File: src/rtl/assert_macros.svh
// Assertion macros used by the leaky bucket admission core (lba_core).
`ifndef ASSERT_MACROS_SVH
`define ASSERT_MACROS_SVH

`ifndef SYNTHESIS
// Property checked on every rising clock edge, skipped while reset is high.
`define LBA_ASSERT(lbl, clk, rst, prop) \
   lbl: assert property (@(posedge clk) disable iff (rst) (prop)) \
      else $error("lba assertion failed");
// Property checked on every rising clock edge, reset included.
`define LBA_ASSERT_ALWAYS(lbl, clk, prop) \
   lbl: assert property (@(posedge clk) (prop)) \
      else $error("lba assertion failed");
`else
`define LBA_ASSERT(lbl, clk, rst, prop)
`define LBA_ASSERT_ALWAYS(lbl, clk, prop)
`endif

`endif

File: src/rtl/lba_pkg.sv
// Types and constants of the leaky bucket admission block.
`default_nettype none

package lba_pkg;

   // Field and state widths.
   localparam int DATA_WIDTH  = 32;
   localparam int LEVEL_WIDTH = 32;
   localparam int SUM_WIDTH   = ((LEVEL_WIDTH > DATA_WIDTH) ? LEVEL_WIDTH : DATA_WIDTH) + 1;
   localparam int CSR_INDEX_WIDTH = 2;

   // Register indexes of the configuration port.
   localparam logic [CSR_INDEX_WIDTH-1:0] CSR_BUCKET_VOLUME = 2'd0;
   localparam logic [CSR_INDEX_WIDTH-1:0] CSR_LEAK_AMOUNT   = 2'd1;
   localparam logic [CSR_INDEX_WIDTH-1:0] CSR_HIGH_MARK     = 2'd2;
   localparam logic [CSR_INDEX_WIDTH-1:0] CSR_LOW_MARK      = 2'd3;

   // Register reset values.
   localparam logic [DATA_WIDTH-1:0] VOLUME_RESET = 32'd1024;
   localparam logic [DATA_WIDTH-1:0] LEAK_RESET   = 32'd64;
   localparam logic [DATA_WIDTH-1:0] MARK_RESET   = 32'd0;

   // Request kinds.
   localparam logic REQ_FILL = 1'b0;
   localparam logic REQ_LEAK = 1'b1;

   typedef enum logic [1:0] {
      STATUS_ACCEPT   = 2'd0,
      STATUS_NO_SPACE = 2'd1,
      STATUS_WAIT     = 2'd2,
      STATUS_LEAK     = 2'd3
   } status_type;

   typedef struct packed {
      logic [DATA_WIDTH-1:0] bucket_volume;
      logic [DATA_WIDTH-1:0] leak_amount;
      logic [DATA_WIDTH-1:0] high_mark;
      logic [DATA_WIDTH-1:0] low_mark;
   } cfg_type;

   typedef struct packed {
      logic                  req_type;
      logic [DATA_WIDTH-1:0] amount;
      logic                  blocking;
   } req_item_type;

   typedef struct packed {
      status_type            status;
      logic                  high_delay;
      logic                  low_delay;
      logic [DATA_WIDTH-1:0] fill_level;
   } rsp_item_type;

endpackage

`default_nettype wire

File: src/rtl/lba_if.sv
// Valid/ready channel interfaces for requests and responses.
`default_nettype none

interface lba_req_if;
   logic                            valid;
   logic                            ready;
   logic                            req_type;
   logic [lba_pkg::DATA_WIDTH-1:0]  amount;
   logic                            blocking;

   modport source (output valid, output req_type, output amount, output blocking,
                   input ready);
   modport sink (input valid, input req_type, input amount, input blocking,
                 output ready);
endinterface

interface lba_rsp_if;
   logic                            valid;
   logic                            ready;
   logic [1:0]                      status;
   logic                            high_delay;
   logic                            low_delay;
   logic [lba_pkg::DATA_WIDTH-1:0]  fill_level;

   modport source (output valid, output status, output high_delay, output low_delay,
                   output fill_level, input ready);
   modport sink (input valid, input status, input high_delay, input low_delay,
                 input fill_level, output ready);
endinterface

`default_nettype wire

File: src/rtl/lba_csr.sv
// Configuration register file of the leaky bucket admission block.
`default_nettype none

module lba_csr (
   input  wire logic                                 clock,
   input  wire logic                                 reset,
   input  wire logic                                 csr_wr_en,
   input  wire logic [lba_pkg::CSR_INDEX_WIDTH-1:0]  csr_index,
   input  wire logic [lba_pkg::DATA_WIDTH-1:0]       csr_wr_data,
   output lba_pkg::cfg_type                          cfg
);

   lba_pkg::cfg_type cfg_ff;
   lba_pkg::cfg_type cfg_in;

   // Decode the write index into one register update.
   always_comb begin
      cfg_in = cfg_ff;
      if (csr_wr_en) begin
         unique case (csr_index)
            lba_pkg::CSR_BUCKET_VOLUME: cfg_in.bucket_volume = csr_wr_data;
            lba_pkg::CSR_LEAK_AMOUNT:   cfg_in.leak_amount   = csr_wr_data;
            lba_pkg::CSR_HIGH_MARK:     cfg_in.high_mark     = csr_wr_data;
            lba_pkg::CSR_LOW_MARK:      cfg_in.low_mark      = csr_wr_data;
            default:                    cfg_in = cfg_ff;
         endcase
      end
   end

   always_ff @(posedge clock) begin
      if (reset) begin
         cfg_ff.bucket_volume <= lba_pkg::VOLUME_RESET;
         cfg_ff.leak_amount   <= lba_pkg::LEAK_RESET;
         cfg_ff.high_mark     <= lba_pkg::MARK_RESET;
         cfg_ff.low_mark      <= lba_pkg::MARK_RESET;
      end else begin
         cfg_ff <= cfg_in;
      end
   end

   assign cfg = cfg_ff;

endmodule

`default_nettype wire

File: src/rtl/lba_core.sv
// Bucket state and the per-beat admission decision.
`default_nettype none
`include "assert_macros.svh"

module lba_core (
   input  wire logic                  clock,
   input  wire logic                  reset,
   input  wire logic                  advance,
   input  wire lba_pkg::req_item_type item,
   input  wire lba_pkg::cfg_type      cfg,
   output lba_pkg::rsp_item_type      result
);

   logic [lba_pkg::LEVEL_WIDTH-1:0] level_ff;
   logic [lba_pkg::LEVEL_WIDTH-1:0] level_in;
   logic                            high_hit_ff;
   logic                            high_hit_in;
   logic                            low_hit_ff;
   logic                            low_hit_in;

   logic [lba_pkg::DATA_WIDTH-1:0]  amount_clamped;
   logic [lba_pkg::DATA_WIDTH-1:0]  high_eff;
   logic [lba_pkg::DATA_WIDTH-1:0]  low_eff;
   logic [lba_pkg::DATA_WIDTH-1:0]  drain;
   logic [lba_pkg::SUM_WIDTH-1:0]   level_ext;
   logic [lba_pkg::SUM_WIDTH-1:0]   sum;
   logic [lba_pkg::SUM_WIDTH-1:0]   leak_diff;
   logic [lba_pkg::SUM_WIDTH-1:0]   level_max_ext;
   logic [lba_pkg::SUM_WIDTH-1:0]   out_level_ext;
   logic [lba_pkg::LEVEL_WIDTH-1:0] fill_level_sat;
   logic [lba_pkg::LEVEL_WIDTH-1:0] leak_level;
   logic                            high_cross;
   logic                            low_cross;
   logic                            over_volume;

   // Operand preparation: clamp the amount and order the watermarks.
   always_comb begin
      amount_clamped = (item.amount > cfg.bucket_volume) ? cfg.bucket_volume : item.amount;
      if (cfg.low_mark > cfg.high_mark) begin
         high_eff = cfg.low_mark;
         low_eff  = cfg.low_mark >> 1;
      end else begin
         high_eff = cfg.high_mark;
         low_eff  = cfg.low_mark;
      end
      drain = (cfg.leak_amount < cfg.bucket_volume) ? cfg.leak_amount : cfg.bucket_volume;
   end

   assign level_ext = {{(lba_pkg::SUM_WIDTH - lba_pkg::LEVEL_WIDTH){1'b0}}, level_ff};
   assign sum = level_ext
              + {{(lba_pkg::SUM_WIDTH - lba_pkg::DATA_WIDTH){1'b0}}, amount_clamped};
   assign leak_diff = level_ext
                    - {{(lba_pkg::SUM_WIDTH - lba_pkg::DATA_WIDTH){1'b0}}, drain};
   assign level_max_ext = {{(lba_pkg::SUM_WIDTH - lba_pkg::LEVEL_WIDTH){1'b0}},
                           {lba_pkg::LEVEL_WIDTH{1'b1}}};

   // Watermark and capacity comparisons on the widened sum.
   assign high_cross = !high_hit_ff && (high_eff != '0)
                     && (sum > {{(lba_pkg::SUM_WIDTH - lba_pkg::DATA_WIDTH){1'b0}}, high_eff});
   assign low_cross  = !low_hit_ff && (low_eff != '0)
                     && (sum > {{(lba_pkg::SUM_WIDTH - lba_pkg::DATA_WIDTH){1'b0}}, low_eff});
   assign over_volume = sum > {{(lba_pkg::SUM_WIDTH - lba_pkg::DATA_WIDTH){1'b0}},
                               cfg.bucket_volume};

   // An accepted sum beyond the level range sticks at the top value.
   assign fill_level_sat = (sum > level_max_ext) ? {lba_pkg::LEVEL_WIDTH{1'b1}}
                                                 : sum[lba_pkg::LEVEL_WIDTH-1:0];
   // A leak floors at zero.
   assign leak_level = (level_ext > {{(lba_pkg::SUM_WIDTH - lba_pkg::DATA_WIDTH){1'b0}}, drain})
                     ? leak_diff[lba_pkg::LEVEL_WIDTH-1:0] : '0;

   // Next state and the response of the current beat.
   always_comb begin
      level_in          = level_ff;
      high_hit_in       = high_hit_ff;
      low_hit_in        = low_hit_ff;
      result.high_delay = 1'b0;
      result.low_delay  = 1'b0;
      if (item.req_type == lba_pkg::REQ_LEAK) begin
         level_in      = leak_level;
         high_hit_in   = 1'b0;
         low_hit_in    = 1'b0;
         result.status = lba_pkg::STATUS_LEAK;
      end else begin
         if (high_cross) begin
            high_hit_in       = 1'b1;
            result.high_delay = 1'b1;
         end
         if (low_cross) begin
            low_hit_in       = 1'b1;
            result.low_delay = 1'b1;
         end
         if (over_volume) begin
            result.status = item.blocking ? lba_pkg::STATUS_WAIT : lba_pkg::STATUS_NO_SPACE;
         end else begin
            level_in      = fill_level_sat;
            result.status = lba_pkg::STATUS_ACCEPT;
         end
      end
      out_level_ext     = {{(lba_pkg::SUM_WIDTH - lba_pkg::LEVEL_WIDTH){1'b0}}, level_in};
      result.fill_level = out_level_ext[lba_pkg::DATA_WIDTH-1:0];
   end

   // State moves only when the beat leaves for the response register.
   always_ff @(posedge clock) begin
      if (reset) begin
         level_ff    <= '0;
         high_hit_ff <= 1'b0;
         low_hit_ff  <= 1'b0;
      end else if (advance) begin
         level_ff    <= level_in;
         high_hit_ff <= high_hit_in;
         low_hit_ff  <= low_hit_in;
      end
   end

   // A leak re-arms both watermarks.
   `LBA_ASSERT(a_leak_rearms, clock, reset,
      (advance && item.req_type == lba_pkg::REQ_LEAK) |=> (!high_hit_ff && !low_hit_ff))
   // A leak never raises the level.
   `LBA_ASSERT(a_leak_no_rise, clock, reset,
      (advance && item.req_type == lba_pkg::REQ_LEAK) |=> (level_ff <= $past(level_ff)))
   // A refused fill leaves the level alone.
   `LBA_ASSERT(a_refused_keeps_level, clock, reset,
      (advance && item.req_type == lba_pkg::REQ_FILL && over_volume) |=> $stable(level_ff))
   // A stall leaves the whole state alone.
   `LBA_ASSERT(a_stall_holds_state, clock, reset,
      !advance |=> ($stable(level_ff) && $stable(high_hit_ff) && $stable(low_hit_ff)))

endmodule

`default_nettype wire

File: src/rtl/leaky_bucket_admission_core.sv
// Leaky bucket admission core: request register, decision logic, response register.
// A request waits in the request register while it is decided, and its response is
// registered in the response register. Throughput: one request per cycle unless
// responses stall; the level add and compare are combinational.
// Reset (synchronous, active high) empties both registers, clears level and
// watermark flags, and loads the configuration reset values.
`default_nettype none

module leaky_bucket_admission_core (
   input  wire logic                                 clock,
   input  wire logic                                 reset,
   lba_req_if.sink                                   req_bus,
   lba_rsp_if.source                                 rsp_bus,
   input  wire logic                                 csr_wr_en,
   input  wire logic [lba_pkg::CSR_INDEX_WIDTH-1:0]  csr_index,
   input  wire logic [lba_pkg::DATA_WIDTH-1:0]       csr_wr_data
);

   lba_pkg::cfg_type      cfg;
   lba_pkg::req_item_type req_item;
   lba_pkg::rsp_item_type core_result;

   logic                  req_valid_ff;
   logic                  req_valid_in;
   lba_pkg::req_item_type req_item_ff;
   logic                  rsp_valid_ff;
   logic                  rsp_valid_in;
   lba_pkg::rsp_item_type rsp_item_ff;
   logic                  advance;
   logic                  req_take;

   lba_csr u_csr (
      .clock       (clock),
      .reset       (reset),
      .csr_wr_en   (csr_wr_en),
      .csr_index   (csr_index),
      .csr_wr_data (csr_wr_data),
      .cfg         (cfg)
   );

   lba_core u_core (
      .clock   (clock),
      .reset   (reset),
      .advance (advance),
      .item    (req_item_ff),
      .cfg     (cfg),
      .result  (core_result)
   );

   // The held beat moves on when the response register is free or being emptied.
   assign advance = req_valid_ff && (!rsp_valid_ff || rsp_bus.ready);
   assign req_bus.ready = !req_valid_ff || advance;
   assign req_take = req_bus.valid && req_bus.ready;

   assign req_item.req_type = req_bus.req_type;
   assign req_item.amount   = req_bus.amount;
   assign req_item.blocking = req_bus.blocking;

   // Occupancy of the two registers.
   always_comb begin
      req_valid_in = req_valid_ff;
      if (req_take) begin
         req_valid_in = 1'b1;
      end else if (advance) begin
         req_valid_in = 1'b0;
      end
      rsp_valid_in = rsp_valid_ff;
      if (advance) begin
         rsp_valid_in = 1'b1;
      end else if (rsp_bus.ready) begin
         rsp_valid_in = 1'b0;
      end
   end

   always_ff @(posedge clock) begin
      if (reset) begin
         req_valid_ff <= 1'b0;
         rsp_valid_ff <= 1'b0;
      end else begin
         req_valid_ff <= req_valid_in;
         rsp_valid_ff <= rsp_valid_in;
      end
   end

   // Payload registers.
   always_ff @(posedge clock) begin
      if (req_take) begin
         req_item_ff <= req_item;
      end
      if (advance) begin
         rsp_item_ff <= core_result;
      end
   end

   assign rsp_bus.valid      = rsp_valid_ff;
   assign rsp_bus.status     = rsp_item_ff.status;
   assign rsp_bus.high_delay = rsp_item_ff.high_delay;
   assign rsp_bus.low_delay  = rsp_item_ff.low_delay;
   assign rsp_bus.fill_level = rsp_item_ff.fill_level;

endmodule

`default_nettype wire

File: src/flat_wrapper.sv
// flat-port wrapper written by rule: the top's interface ports become plain ports
module leaky_bucket_admission_core_flat 
  (clock, reset, csr_wr_en, csr_index, csr_wr_data, req_bus_valid, req_bus_req_type, req_bus_amount, req_bus_blocking, req_bus_ready, rsp_bus_valid, rsp_bus_status, rsp_bus_high_delay, rsp_bus_low_delay, rsp_bus_fill_level, rsp_bus_ready);
  lba_req_if req_bus_i ();
  lba_rsp_if rsp_bus_i ();
  input  wire logic clock;
  input  wire logic reset;
  input  wire logic csr_wr_en;
  input  wire logic [lba_pkg::CSR_INDEX_WIDTH-1:0] csr_index;
  input  wire logic [lba_pkg::DATA_WIDTH-1:0] csr_wr_data;
  input wire logic [$bits(req_bus_i.valid)-1:0] req_bus_valid;
  input wire logic [$bits(req_bus_i.req_type)-1:0] req_bus_req_type;
  input wire logic [$bits(req_bus_i.amount)-1:0] req_bus_amount;
  input wire logic [$bits(req_bus_i.blocking)-1:0] req_bus_blocking;
  output wire logic [$bits(req_bus_i.ready)-1:0] req_bus_ready;
  output wire logic [$bits(rsp_bus_i.valid)-1:0] rsp_bus_valid;
  output wire logic [$bits(rsp_bus_i.status)-1:0] rsp_bus_status;
  output wire logic [$bits(rsp_bus_i.high_delay)-1:0] rsp_bus_high_delay;
  output wire logic [$bits(rsp_bus_i.low_delay)-1:0] rsp_bus_low_delay;
  output wire logic [$bits(rsp_bus_i.fill_level)-1:0] rsp_bus_fill_level;
  input wire logic [$bits(rsp_bus_i.ready)-1:0] rsp_bus_ready;
  assign req_bus_i.valid = req_bus_valid;
  assign req_bus_i.req_type = req_bus_req_type;
  assign req_bus_i.amount = req_bus_amount;
  assign req_bus_i.blocking = req_bus_blocking;
  assign req_bus_ready = req_bus_i.ready;
  assign rsp_bus_valid = rsp_bus_i.valid;
  assign rsp_bus_status = rsp_bus_i.status;
  assign rsp_bus_high_delay = rsp_bus_i.high_delay;
  assign rsp_bus_low_delay = rsp_bus_i.low_delay;
  assign rsp_bus_fill_level = rsp_bus_i.fill_level;
  assign rsp_bus_i.ready = rsp_bus_ready;
  leaky_bucket_admission_core u_core (.clock(clock), .reset(reset), .req_bus(req_bus_i), .rsp_bus(rsp_bus_i), .csr_wr_en(csr_wr_en), .csr_index(csr_index), .csr_wr_data(csr_wr_data));
endmodule
File: config.mk
export PLATFORM = sky130hd
export DESIGN_NAME = leaky_bucket_admission_core_flat
export DESIGN_NICKNAME = d
export VERILOG_FILES = /design/src/rtl/lba_pkg.sv /design/src/rtl/lba_if.sv /design/src/rtl/lba_csr.sv /design/src/rtl/lba_core.sv /design/src/rtl/leaky_bucket_admission_core.sv /design/src/flat_wrapper.sv
export VERILOG_INCLUDE_DIRS = /design/src /design/src/rtl
export SDC_FILE = /design/constraint.sdc
export NUM_CORES = 1
export LEC_CHECK = 0
export BUFFER_PORTS_ARGS = -buffer_cell sky130_fd_sc_hd__buf_4
export CORE_ASPECT_RATIO = 2
export CORE_MARGIN = 3
export CORE_UTILIZATION = 30
export CTS_CLUSTER_DIAMETER = 60
export DETAILED_ROUTE_END_ITERATION = 8
export PLACE_DENSITY = 0.48
export SYNTH_ARGS = -nofsm -noshare
export SYNTH_HDL_FRONTEND = slang
export SYNTH_SLANG_ARGS = --single-unit
File: constraint.sdc
create_clock -name clock -period 8.8 [get_ports clock]
set_input_delay 0.44 -clock clock [delete_from_list [all_inputs] [get_ports clock]]
set_output_delay 0.44 -clock clock [all_outputs]
set_load 0.005 [all_outputs]
== Word level (Yosys, flattened, before mapping) ==
Index checks and enable logic that the tools add are counted.

* Reduce and logical (&&, ||, !) cells: 25
* Eq/ne operators: 3
* Muxes and demuxes: 20
* Magnitude comparators: 8
* Add/subtract/negate cells: 2

{| class="wikitable"
|+ Operators with widths
! cell !! count
|-
| 32-bit two-way mux || 8
|-
| 33-bit by 32-bit > comparator with 1-bit output || 3
|-
| 32-bit > comparator || 3
|-
| 32-bit nonzero test || 2
|-
| 32-bit by 32-bit adder with 33-bit output || 1
|-
| 33-bit by 32-bit > comparator with 1-bit output, second input constant || 1
|-
| 32-bit < comparator || 1
|-
| 32-bit subtractor || 1
|-
| 2-bit AND reduction || 6
|-
| 1-bit two-way mux || 10
|-
| 2-bit nonzero test || 4
|-
| 1-bit logical AND || 6
|-
| 2-bit == test, second input constant || 2
|-
| 1-bit zero test || 4
|-
| 2-bit two-way mux || 2
|-
| 2-bit by 1-bit == test with 1-bit output, second input constant || 1
|-
| 2-bit zero test || 1
|-
| 1-bit logical OR || 2
|}

* Output and inout port bits: 38
* Register bits: 234
* Input bits: 73

== Longest topological paths before layout ==
* Word-level depth: 7
* Depth in mapped cells: 33
* Mapped depth without buffers: 30

== Hierarchy ==
Synthesis repeated with hierarchy kept, for this count alone.

* Cells, all modules: 2008
* Area, all modules: 18825.6 µm²

{| class="wikitable"
|+ Modules (own cells, without submodules)
! module !! sequential area each (µm²) !! area an instance (µm²) !! instances !! cells an instance
|-
| lba_core || 680.7 || 11564.8 || 1 || 1472
|-
| lba_csr || 2562.5 || 5054.8 || 1 || 456
|-
| leaky_bucket_admission_core || 2142.1 || 2205.9 || 1 || 80
|}

== Worst setup path after synthesis ==
Ideal clock, no wire load.

* Kind: register to register
* Start point: reg u_core.u_csr.cfg_ff (netlist bit u_core.u_csr.cfg[97])
* End point: reg u_core.rsp_item_ff (netlist bit u_core.rsp_bus.fill_level[23]), data pin
* Setup slack: 2332 ps
* Stages on the path, launching flop included: 32
* Clock period less this slack: 6468 ps
* Data arrival time: 6203 ps
* Path through: dfxtp_1 inv_1 ha_1 nor2b_1 o21ai_0 nand2b_1 a21oi_1 o21ai_1 a211oi_1 o21a_1 o21ai_1 clkbuf_1 mux2_2 ha_1 a21o_1 a211o_1 and4b_1 o32a_1 nor2_1 o21a_1 or3_1 and2_1 ha_1 a2111oi_0 o21ai_1 a211oi_1 o221a_2 o21a_4 buf_8 nor2_4 a222oi_1 inv_1

{| class="wikitable"
|+ RTL lines
! element !! line !! source
|-
| start, declared || lba_csr.sv:13 || <nowiki>lba_pkg::cfg_type cfg_ff;</nowiki>
|-
| start signal, assigned || lba_csr.sv:37 || <nowiki>cfg_ff <= cfg_in;</nowiki>
|-
| end signal, assigned || leaky_bucket_admission_core.sv:91 || <nowiki>rsp_item_ff <= core_result;</nowiki>
|-
| end, declared || leaky_bucket_admission_core.sv:28 || <nowiki>lba_pkg::rsp_item_type rsp_item_ff;</nowiki>
|}

==> results.ini <==
[status]
status=finished, final reports clean

[power_and_ir_drop]
comb_power_share=0.432
pwr-share-seq=0.304
max-vdd-ir-drop_mv=0.119
clkPwrFrac=0.265
p_sw_uw=1620
power_density_mw_per_mm2=202
p_leak_uw=0.00867
swShare=0.388
p_int_uw=2550

[timing]
relSlewSlack=0.297
layout_min_cycle_time_ns=8.47
tightest_slew_ns=1.06
rsz0062_at_grt=no
slew_viol_final=0
max_freq_mhz=118
final.period_utilization=0.962
skew_ns=0.00984
hold_viol=0
setup_viol=0

[worst_setup_path]
start_kind=register
cpLargestDelayFamily=compound AO/OA/AOI/OAI gates
cp_num_buf_inv=3
cp_slowest_stage_delay_ns=0.56
cpMaxStageDelayCell=nor4_4
worstPathArrival_ns=8.93
critPathMostFrequentCell=ha_1
path_class=reg -> reg
rrSetupSlack_ns=0.33
worstPathRequired_ns=9.26
worstPathMaxFanout=22
critPathCaptureType=register

[routing]
vias_per_cell=5.40
drc=0
routed_wl_mm=65.6
dr.pass1.iters=7
wire_per_inst_um=22.0
drtIter0Drc=755
ant_nets=0
num_vias=16100

[synth]
synth_nets=2433
syn-cell-area_sq_mm=0.0180
synthDominantCellAreaShare=0.183
yosysWarnings=0
ys_seq_elements=234
netlist_instances=2104
synth-main-ff-cell=dfxtp_1
ys_seq_area_frac=0.299
synth_top_area_cell=dfxtp_1
synth_cell_types=88
avgSynthCellArea_sq_um=8.55
synthTopCellsByArea=dfxtp_1 (18%), ha_1 (18%), edfxtp_1 (12%)
synth-edff-count=70
synthArstFlopShare=0

[hold_path]
hp-class=in -> reg

[die]
dieArea_sq_mm=0.0631
rows=126
start_util=0.304
io_pins=111
coreArea_sq_mm=0.0591
die_w_um=179
die_y_um=352

[global_routing]
grt_pass1_wl_mm=97.4
grt_pass1_vias=16500
grt_overflow=0
grt_start_max_net_pins=92
grt_antenna_before_repair=0
track_usage=0.203

[clock_network]
cts-root-buf=clkbuf_16
cts_setup_buffers=0
clk_path_buf_depth=3
clk_pin_slew_ns=0.07
tritoncts=done
clock_latency_ns=0.57
cts_buffers=25
cts.sinks=234
htree_levels=1
holdBufCountCts=0

[job]
drv_cap=0

[final_layout]
final_design_area_no_fill_sq_mm=0.0206
multi_input_area_sq_mm=0.0118
insertedDiodeCount=0
syn_to_final_growth_pct=14.4
finalNonFillerCells=2976
drive_gt1_frac=0.116
seq_area_sq_mm=0.00539
fill_cells=6094
fin_nets=2519

[place]
post-dp-hpwl_mm=53.6
port_buffers=110
dp.cells=2931
gp_congestion=0.954
placed_cell_area_sq_mm=0.0197

==> logic make-up after synthesis <==
kind of cell    count (synthesis)  synth area share
compound gates                570             0.205
mux                           148            0.0848
xor+xnor                       52            0.0253
fa+ha+maj                     256             0.179
buf+inv                       197            0.0449
flops                         234             0.299
simple gates                  647             0.162
==> cell usage after synthesis (9+ instances only) <==
master    number
dfxtp_1      164
o22ai_2       16
a211oi_1      13
ha_1         254
nor2b_1       18
edfxtp_1      70
nor4_1        24
inv_1        101
o21ai_1       18
o21a_1        38
nand2b_1       9
o211ai_1      14
mux2i_1      113
nor2_1       107
mux2_1        21
o21ai_0       55
nand2_1      344
a21o_1        63
xnor2_1       31
xor2_1        21
o21bai_1      10
a31oi_1       11
nor3_1        19
clkbuf_1      64
buf_2         16
mux2_2        14
nand3_1       30
a21oi_1      251
nand4_1       51
==> cell type report <==
class                           count  area share
Clock buffer                       34      0.0370
Clock inverter                     11     0.00371
Inverter                          103      0.0188
Multi-Input combinational cell   1673       0.576
Sequential cell                   234       0.262
Tap cell                          768      0.0467
Timing Repair Buffer              153      0.0564
==> power by group through the flow <==
stage | Sequential, uW | Combinational (uW) | Clock, uW
floorplan | 1270 | 1240 | 0
global placement | 1290 | 1770 | 0
detailed placement | 1290 | 1790 | 0
CTS | 1270 | 1800 | 1140
global route | 1270 | 1960 | 1160
finish | 1260 | 1800 | 1100
==> state kept, by name, indices dropped and copies added, names as in the netlist <==
signal	count
u_core.req_valid_ff	1
u_core.rsp_bus.fill_level	32
u_core.u_core.level_ff	32
u_core.u_core.low_hit_ff	1
u_core.rsp_bus.high_delay	1
u_core.rsp_bus.valid	1
u_core.req_item_ff	34
u_core.rsp_bus.low_delay	1
u_core.rsp_bus.status	2
u_core.u_core.high_hit_ff	1
u_core.u_csr.cfg	128
==> cells in the final DEF (no fill, tap or decap), types with 29 or more instances in the layout <==
master / instances
a21o_1: 63
nand3_1: 29
mux2i_1: 113
o21ai_0: 54
ha_1: 254
nor2_1: 106
inv_1: 101
buf_4: 152
xnor2_1: 31
nand2_1: 344
a21oi_1: 251
o21a_1: 38
dfxtp_1: 164
edfxtp_1: 70
nand4_1: 51
==> worst paths after layout <==
kind,cells past startpoint,endpoint,start
setup / recovery,28,u_core.u_core.level_ff[2],u_core.u_csr.cfg[121]
hold / removal,1,u_core.req_item_ff[25],req_bus_amount[24]
setup reg to reg,28,u_core.u_core.level_ff[2],u_core.u_csr.cfg[121]
hold reg to reg,2,u_core.u_core.high_hit_ff,u_core.u_core.high_hit_ff
==> what timing repair did <==
action / 4_1_cts / 5_1_grt
endpoints found under the setup margin: 60 / 51
resized for setup: 1 / 2
gates cloned: 0 / 0
hold endpoints to repair: 0 / 0
==> worst reg2reg max path: cells and delay by family, from the launching register on <==
kind,cells,cell delay [ns]
AOI/OAI and AO/OA,13,3.76
DFF,1,0.41
buffers and inverters,3,0.51
xor gates and xnor gates,1,0.21
muxes,2,0.63
and+or+nand+nor,5,1.59
adders and majority gates,4,1.26
==> stage by stage <==
step	setup TNS, ns	util	power, uW	worst slack [ns]	hold WS, ns
floorplan	0	-	2500	2.33	0.419
global placement	-2.18	0.334	3060	-0.107	0.430
detailed placement	-6.06	0.334	3080	-0.179	0.436
CTS	0	0.348	4200	0.167	0.0176
global route	0	0.348	4390	0.0900	0.0263
finish	0	0.348	4160	0.331	0.0486
==> layer usage <==
metal	routed length, um	track usage	vias to the layer above
li1	-	-	7851
met1	24400	0.213	7740
met2	34500	0.383	356
met3	2250	0.0183	117
met4	4330	0.118	0
met5	0	0	-
(Power assumes the default switching activity.)
